==> src/rtl/ple_pkg.sv <==
package ple_pkg;

  // Default number of list entries.
  localparam int CAPACITY_DEF = 16;

  // Width of the data, position and length fields.
  localparam int DATA_W = 32;
  localparam int POS_W  = 5;

  // Operation codes of an input transaction.
  typedef enum logic [1:0] {
    OP_INSERT = 2'd0,
    OP_DELETE = 2'd1,
    OP_FIND   = 2'd2,
    OP_SEARCH = 2'd3
  } op_t;

  // Status codes of a result transaction.
  typedef enum logic [1:0] {
    ST_OK     = 2'd0,
    ST_BOUNDS = 2'd1,
    ST_FULL   = 2'd2
  } status_t;

  // Input transaction payload.
  typedef struct packed {
    op_t                      op;
    logic [POS_W-1:0]         position;
    logic signed [DATA_W-1:0] value;
  } in_t;

  // Result transaction payload.
  typedef struct packed {
    status_t                  status;
    logic signed [DATA_W-1:0] value_out;
    logic [POS_W-1:0]         found_position;
    logic [POS_W-1:0]         length_out;
  } out_t;

  // Command broadcast to every cell of the row.
  typedef struct packed {
    logic                     ins_en;
    logic                     del_en;
    logic [POS_W-1:0]         slot;
    logic signed [DATA_W-1:0] data;
  } cmd_t;

endpackage

==> src/rtl/ple_cell.sv <==
module ple_cell #(
  parameter int IDX = 0
) (
  input  logic                             clk,
  input  ple_pkg::cmd_t                    cmd,
  input  logic signed [ple_pkg::DATA_W-1:0] left_i,
  input  logic signed [ple_pkg::DATA_W-1:0] right_i,
  output logic signed [ple_pkg::DATA_W-1:0] entry_o,
  output logic                             match_o
);

  logic signed [ple_pkg::DATA_W-1:0] entry_r;
  logic signed [ple_pkg::DATA_W-1:0] entry_nxt;

  // Insert moves entries above the slot up one place and writes the slot;
  // delete pulls every entry from the slot upward down one place.
  always_comb begin
    entry_nxt = entry_r;
    if (cmd.ins_en) begin
      if (IDX > int'(cmd.slot)) begin
        entry_nxt = left_i;
      end else if (IDX == int'(cmd.slot)) begin
        entry_nxt = cmd.data;
      end
    end else if (cmd.del_en) begin
      if (IDX >= int'(cmd.slot)) begin
        entry_nxt = right_i;
      end
    end
  end

  // The entry holds no reset value; it is only read after being written.
  always_ff @(posedge clk) begin
    entry_r <= entry_nxt;
  end

  // Compare against the search key carried on the command.
  assign entry_o = entry_r;
  assign match_o = (entry_r == cmd.data);

endmodule

==> src/rtl/positional_list_engine_unit.sv <==
// Positional list engine: an ordered list of signed 32-bit values held in a
// row of cells, one entry per cell, with a length count.
// Input channel (in_valid, in_stall, in_data) carries one operation per
// transaction: insert, delete or find at a 1-based position, or search for a
// value. Result channel (out_valid, out_stall, out_data) returns exactly one
// result transaction per input transaction, in order.
// All cells shift, load or compare in parallel, so the result is registered
// at the edge that accepts the input. An input transaction can be taken every
// cycle while the receiver does not stall; the result passes through a single
// output register.
// When the receiver stalls, the result stays in the output register and
// in_stall rises until the result has been taken, so nothing is lost.
// Reset (rst_n low at a clock edge) empties the list and drops any pending
// result; cell contents are not cleared and are never read before written.
// Out-of-range positions return an out-of-bounds status and an insert into
// a full list returns a full status; the list is left unchanged in both.
module positional_list_engine_unit #(
  parameter int CAPACITY = ple_pkg::CAPACITY_DEF
) (
  input  logic          clk,
  input  logic          rst_n,
  input  logic          in_valid,
  output logic          in_stall,
  input  ple_pkg::in_t  in_data,
  output logic          out_valid,
  input  logic          out_stall,
  output ple_pkg::out_t out_data
);

  localparam int CNT_W = $clog2(CAPACITY + 1);
  localparam int CMP_W = ((CNT_W > ple_pkg::POS_W) ? CNT_W : ple_pkg::POS_W) + 1;
  localparam int RD_N  = (CAPACITY < (1 << ple_pkg::POS_W)) ? CAPACITY
                                                             : (1 << ple_pkg::POS_W);

  logic [CNT_W-1:0]  count_r;
  logic [CNT_W-1:0]  count_nxt;
  logic              out_valid_r;
  logic              out_valid_nxt;
  ple_pkg::out_t     out_data_r;
  ple_pkg::out_t     out_data_nxt;

  logic              take;
  logic [CMP_W-1:0]  pos_w;
  logic [CMP_W-1:0]  cnt_w;
  logic [CMP_W-1:0]  cnt_nxt_w;
  logic              ins_pos_ok;
  logic              rd_pos_ok;
  logic              full;
  ple_pkg::cmd_t     cmd;

  logic signed [ple_pkg::DATA_W-1:0] entry [CAPACITY];
  logic signed [ple_pkg::DATA_W-1:0] rd_val;
  logic [CAPACITY-1:0]               match;
  logic [CAPACITY-1:0]               hit;
  logic [ple_pkg::POS_W-1:0]         hit_pos;

  // A new transaction waits only while a result is held by the receiver.
  assign in_stall = out_valid_r && out_stall;
  assign take     = in_valid && !in_stall;

  // Position checks against the current length.
  assign pos_w      = CMP_W'(in_data.position);
  assign cnt_w      = CMP_W'(count_r);
  assign ins_pos_ok = (in_data.position != '0) && (pos_w <= cnt_w + CMP_W'(1));
  assign rd_pos_ok  = (in_data.position != '0) && (pos_w <= cnt_w);
  assign full       = (count_r == CNT_W'(CAPACITY));

  // Command broadcast to the cell row.
  always_comb begin
    cmd.ins_en = take && (in_data.op == ple_pkg::OP_INSERT) && ins_pos_ok && !full;
    cmd.del_en = take && (in_data.op == ple_pkg::OP_DELETE) && rd_pos_ok;
    cmd.slot   = in_data.position - ple_pkg::POS_W'(1);
    cmd.data   = in_data.value;
  end

  // Row of cells; each one sees its two neighbors.
  for (genvar g = 0; g < CAPACITY; g++) begin : g_cell
    logic signed [ple_pkg::DATA_W-1:0] left_v;
    logic signed [ple_pkg::DATA_W-1:0] right_v;

    if (g == 0) begin : g_first
      assign left_v = '0;
    end else begin : g_left
      assign left_v = entry[g-1];
    end

    if (g == CAPACITY - 1) begin : g_last
      assign right_v = '0;
    end else begin : g_right
      assign right_v = entry[g+1];
    end

    ple_cell #(
      .IDX (g)
    ) u_cell (
      .clk     (clk),
      .cmd     (cmd),
      .left_i  (left_v),
      .right_i (right_v),
      .entry_o (entry[g]),
      .match_o (match[g])
    );

    // Only cells inside the list take part in a search.
    assign hit[g] = match[g] && (CNT_W'(g) < count_r);
  end

  // Entry at the requested slot for find and delete.
  always_comb begin
    rd_val = '0;
    for (int i = 0; i < RD_N; i++) begin
      if (int'(cmd.slot) == i) begin
        rd_val = entry[i];
      end
    end
  end

  // First occupied cell that holds the search key.
  always_comb begin
    hit_pos = '0;
    for (int i = CAPACITY - 1; i >= 0; i--) begin
      if (hit[i]) begin
        hit_pos = ple_pkg::POS_W'(i + 1);
      end
    end
  end

  // Next length and the result of the accepted transaction.
  always_comb begin
    count_nxt                   = count_r;
    out_data_nxt.status         = ple_pkg::ST_OK;
    out_data_nxt.value_out      = '0;
    out_data_nxt.found_position = '0;
    unique case (in_data.op)
      ple_pkg::OP_INSERT: begin
        if (!ins_pos_ok) begin
          out_data_nxt.status = ple_pkg::ST_BOUNDS;
        end else if (full) begin
          out_data_nxt.status = ple_pkg::ST_FULL;
        end else begin
          count_nxt = count_r + CNT_W'(1);
        end
      end
      ple_pkg::OP_DELETE: begin
        if (!rd_pos_ok) begin
          out_data_nxt.status = ple_pkg::ST_BOUNDS;
        end else begin
          out_data_nxt.value_out = rd_val;
          count_nxt              = count_r - CNT_W'(1);
        end
      end
      ple_pkg::OP_FIND: begin
        if (!rd_pos_ok) begin
          out_data_nxt.status = ple_pkg::ST_BOUNDS;
        end else begin
          out_data_nxt.value_out = rd_val;
        end
      end
      ple_pkg::OP_SEARCH: begin
        out_data_nxt.found_position = hit_pos;
      end
      default: begin
        out_data_nxt.status = ple_pkg::ST_OK;
      end
    endcase
    cnt_nxt_w               = CMP_W'(count_nxt);
    out_data_nxt.length_out = cnt_nxt_w[ple_pkg::POS_W-1:0];
  end

  // Output register holds a result until the receiver takes it.
  always_comb begin
    out_valid_nxt = out_valid_r;
    if (take) begin
      out_valid_nxt = 1'b1;
    end else if (!out_stall) begin
      out_valid_nxt = 1'b0;
    end
  end

  always_ff @(posedge clk) begin
    if (!rst_n) begin
      count_r     <= '0;
      out_valid_r <= 1'b0;
    end else begin
      out_valid_r <= out_valid_nxt;
      if (take) begin
        count_r <= count_nxt;
      end
    end
  end

  always_ff @(posedge clk) begin
    if (take) begin
      out_data_r <= out_data_nxt;
    end
  end

  assign out_valid = out_valid_r;
  assign out_data  = out_data_r;

  // An insert and a delete are never issued to the row together.
  a_one_shift: assert property (@(posedge clk) disable iff (!rst_n)
    !(cmd.ins_en && cmd.del_en))
    else $error("insert and delete issued together");

  // The length never exceeds the number of cells.
  a_count_bound: assert property (@(posedge clk) disable iff (!rst_n)
    count_r <= CNT_W'(CAPACITY))
    else $error("list length beyond capacity");

  // A successful insert grows the list by exactly one.
  a_ins_grow: assert property (@(posedge clk) disable iff (!rst_n)
    cmd.ins_en |=> (count_r == $past(count_r) + CNT_W'(1)))
    else $error("insert did not grow the list by one");

  // A successful delete shrinks the list by exactly one.
  a_del_shrink: assert property (@(posedge clk) disable iff (!rst_n)
    cmd.del_en |=> (count_r == $past(count_r) - CNT_W'(1)))
    else $error("delete did not shrink the list by one");

  // A full status is only shown while the list is at capacity.
  a_full_status: assert property (@(posedge clk) disable iff (!rst_n)
    (out_valid_r && (out_data_r.status == ple_pkg::ST_FULL))
      |-> (count_r == CNT_W'(CAPACITY)))
    else $error("full status reported with room left");

endmodule

==> config.mk <==
export PLATFORM = sky130hd
export DESIGN_NAME = positional_list_engine_unit
export DESIGN_NICKNAME = d
export VERILOG_FILES = /design/src/rtl/ple_pkg.sv /design/src/rtl/ple_cell.sv /design/src/rtl/positional_list_engine_unit.sv
export SDC_FILE = /design/constraint.sdc
export NUM_CORES = 2
export LEC_CHECK = 0
export ABC_AREA = 0
export BUFFER_PORTS_ARGS = -buffer_cell sky130_fd_sc_hd__buf_2
export CORE_AREA = 8 8 324 231
export DETAILED_ROUTE_END_ITERATION = 7
export DIE_AREA = 0 0 332 239
export PLACE_DENSITY_LB_ADDON = 0.15
export RECOVER_POWER = 25
export REMOVE_ABC_BUFFERS = 1
export SLEW_MARGIN = 20
export SYNTH_ARGS = -nofsm -noshare
export SYNTH_HDL_FRONTEND = slang
export SYNTH_HIERARCHICAL = 1
export SYNTH_SLANG_ARGS = --single-unit
==> constraint.sdc <==
create_clock -name clk -period 8.7 [get_ports clk]
set_input_delay 1.74 -clock clk [delete_from_list [all_inputs] [get_ports clk]]
set_output_delay 1.74 -clock clk [all_outputs]
set_load 0.005 [all_outputs]
==> results_dict.tcl <==
set metrics [dict create \
    outcome "finished with violations" \
    violations "capacitance limit, slew limit" \
    fin_crit_sh 0.815 \
    power_density_nw_per_um2 160 \
    cts_tree "yes" \
    syn_area_um2 40000 \
    yosysSeqAreaShare 0.420 \
    place_area_um2 41200 \
    clkTransAtPathRegs_ns 0.06 \
    power.switching_mw 2.05 \
    max_slew_margin -1.08 \
    end_kind "flop" \
    first_pass_iters 7 \
    core_um2 69500 \
    grt_pass1_wl_mm 218 \
    drt_iter0_markers 6330 \
    netlist_instances 4284 \
    nNetsFinal 4339 \
    die-area_um2 79300 \
    die_height_um 239 \
    p_int_mw 4.85 \
    synth-compound-area-share 0.163 \
    htreeDepth 2 \
    ant_nets 0 \
    hpwl_mm 101 \
    avgSynthCellArea_um2 9.35 \
    synth_edf_count 556 \
    ys_ff_latch 562 \
    setup_tns_ns 0 \
    yosysMostFrequentCell "nor2_1" \
    report.final.slew_viol_count 163 \
    areaGrowthSynthToFinish_pct 7.49 \
    grt_usage 0.353 \
    wl_per_cell_um 28.1 \
    design_area_um2 43000 \
    grt_max_degree 212 \
    required_ns 8.94 \
    path_class "input port to flop" \
    crit_start "in_data[32]" \
    fin_skew_ns 0.0205 \
    grt_overflow 0 \
    post-cts-setup-buffers 0 \
    drt-total-wl_mm 147 \
    ys_top_cells_by_count "654 x nor2_1, 556 x edfxtp_1, 514 x xor2_1" \
    hold_viol 0 \
    peakVddDrop_v 0.000165 \
    min_from "out_valid$_SDFFE_PN0P_" \
    io_buffer_count 88 \
    synthDistinctLibCells 93 \
    synthFlopType "edfxtp_1" \
    ios 89 \
    maxCapViolations 5 \
    fin_crit_ns 7.09 \
    start_util 0.576 \
    r2r_start "count_r[1]$_SDFFE_PN0P_" \
    die_w_um 332 \
    yosys.area_share.simple 0.163 \
    clk_latency_ns 0.67 \
    power_frac_seq 0.448 \
    cts_buffers 60 \
    grt_antenna_before_repair 0 \
    synth_top_family_by_area "compound AO/OA/AOI/OAI gates" \
    yosysTopAreaCellShare 0.417 \
    whs_ns 0.588 \
    grt_setup_unrepaired "false" \
    viasPerCell 7.00 \
    vias 36600 \
    drc 0 \
    critical_path.max_fanout 32 \
    fmax_ghz 0.141 \
    power.share.clock 0.381 \
    synth.area.mux_share 0.0890 \
    setup_viol 0 \
    synth_top_cell_by_area "edfxtp_1" \
    cts_hold_buf 0 \
    cts.path.max_buffers 3 \
    startpoint_type "input port" \
    swShare 0.297 \
    yosysWarnings 6 \
    combPwrFrac 0.171 \
    yosys-top-cells-area "edfxtp_1 42%, xor2_1 11%, mux2i_1 8.0%" \
    tightest_slew_ns 3.12 \
    synthXorXnorAreaFrac 0.114 \
    std_cell_rows 81 \
    synthAdderAreaFrac 0.00706 \
    hold_class "flop to flop" \
    drive_above_1_share 0.0796 \
    cts_resized 0 \
    cp.arrival_ns 7.33 \
    cts_root_buf "clkbuf_16" \
    cts.sinks 562 \
    gp_congestion 1.02 \
    grt_pass1_vias 33400 \
    synthArstFlopShare 0 \
    p_leak_nw 15.2 \
]
## worst max-delay path, cell delays in order
cell	delay, ns
clkbuf_1	0.32
inv_1	0.08
buf_4	0.26
ha_1	0.25
clkbuf_1	0.76
nand2b_1	0.35
nor3_1	0.20
nor3b_1	0.52
nand2_1	0.24
nor2_4	0.50
o21bai_1	0.21
a41oi_4	0.19
clkbuf_1	1.65
## sequential cells by signal (all words and copies together), names as in the netlist
name and count:
g_cell.u_cell/entry_o 512, out_data 44, count_r 5, out_valid 1
## area by class of cell
class	count	area, um^2
antenna	1	2.50
clock buffer	77	1690
clock inverter	32	244
fill	5991	26500
inverter	29	109
multi-input combinational	3432	21800
sequential	562	16800
tap	913	1140
timing repair buffer	190	1210
## metal layers
metal	global-route usage	vias to the layer above	wire, um
li1	-	15800	-
met1	0.501	17600	57100
met2	0.504	2863	60500
met3	0.112	392	23300
met4	0.125	0	6250
met5	0	-	0
## final timing paths
check,to,slack (ns),cells after the start
max,g_cell[14].u_cell/entry_o[1]$_DFFE_PP_,1.61,13
min reg2reg,out_valid$_SDFFE_PN0P_,0.59,3
max reg2reg,g_cell[14].u_cell/entry_o[1]$_DFFE_PP_,2.61,13
min,out_valid$_SDFFE_PN0P_,0.59,3
## cell families after synthesis
family | after synthesis
AND/OR/NAND/NOR | 1458
AO/OA/AOI/OAI | 1049
flip-flops | 562
XOR/XNOR | 518
multiplexers | 352
buffers and inverters | 321
adder cells (fa/ha/maj) | 23
other | 1
## stage by stage
step / setup WS [ns] / utilization / power, mW / instances
final: 1.61 / 0.619 / 6.90 / 5236
after global routing: 1.35 / 0.619 / 7.06 / 5235
after CTS: 2.99 / 0.620 / 6.86 / 5234
after detailed placement: 2.31 / 0.592 / 4.27 / 5125
after global placement: 2.40 / 0.592 / 4.26 / 5125
after floorplan: -32.27 / - / 3.95 / 4023
## cells in the final DEF, fill, tap and decap left out, types with 16 or more instances in the layout
cell type,instances
o311a_1,16
a21oi_1,468
clkbuf_16,64
nor2_1,651
o2bb2ai_1,16
nand4_1,32
nand2_2,23
xor2_1,512
nor3_1,39
clkbuf_1,53
a31oi_1,168
inv_1,26
and2_1,18
nand2_1,377
buf_2,47
edfxtp_1,556
mux2i_1,320
o22ai_1,78
nor4_1,132
nand3_1,73
o21ai_0,84
mux2_2,32
o2111ai_1,21
conb_1,32
and3_1,17
or4_1,20
a211oi_1,18
a221oi_1,46
buf_4,92
ha_1,19
## power groups by stage
stage               clock network (mW)  registers, mW  logic (mW)
floorplan                            0           3.13       0.813
global placement                     0           3.14        1.11
detailed placement                   0           3.14        1.13
CTS                               2.64           3.09        1.13
global route                      2.73           3.09        1.24
finish                            2.63           3.09        1.18
Power figures use the tool's default switching activity.
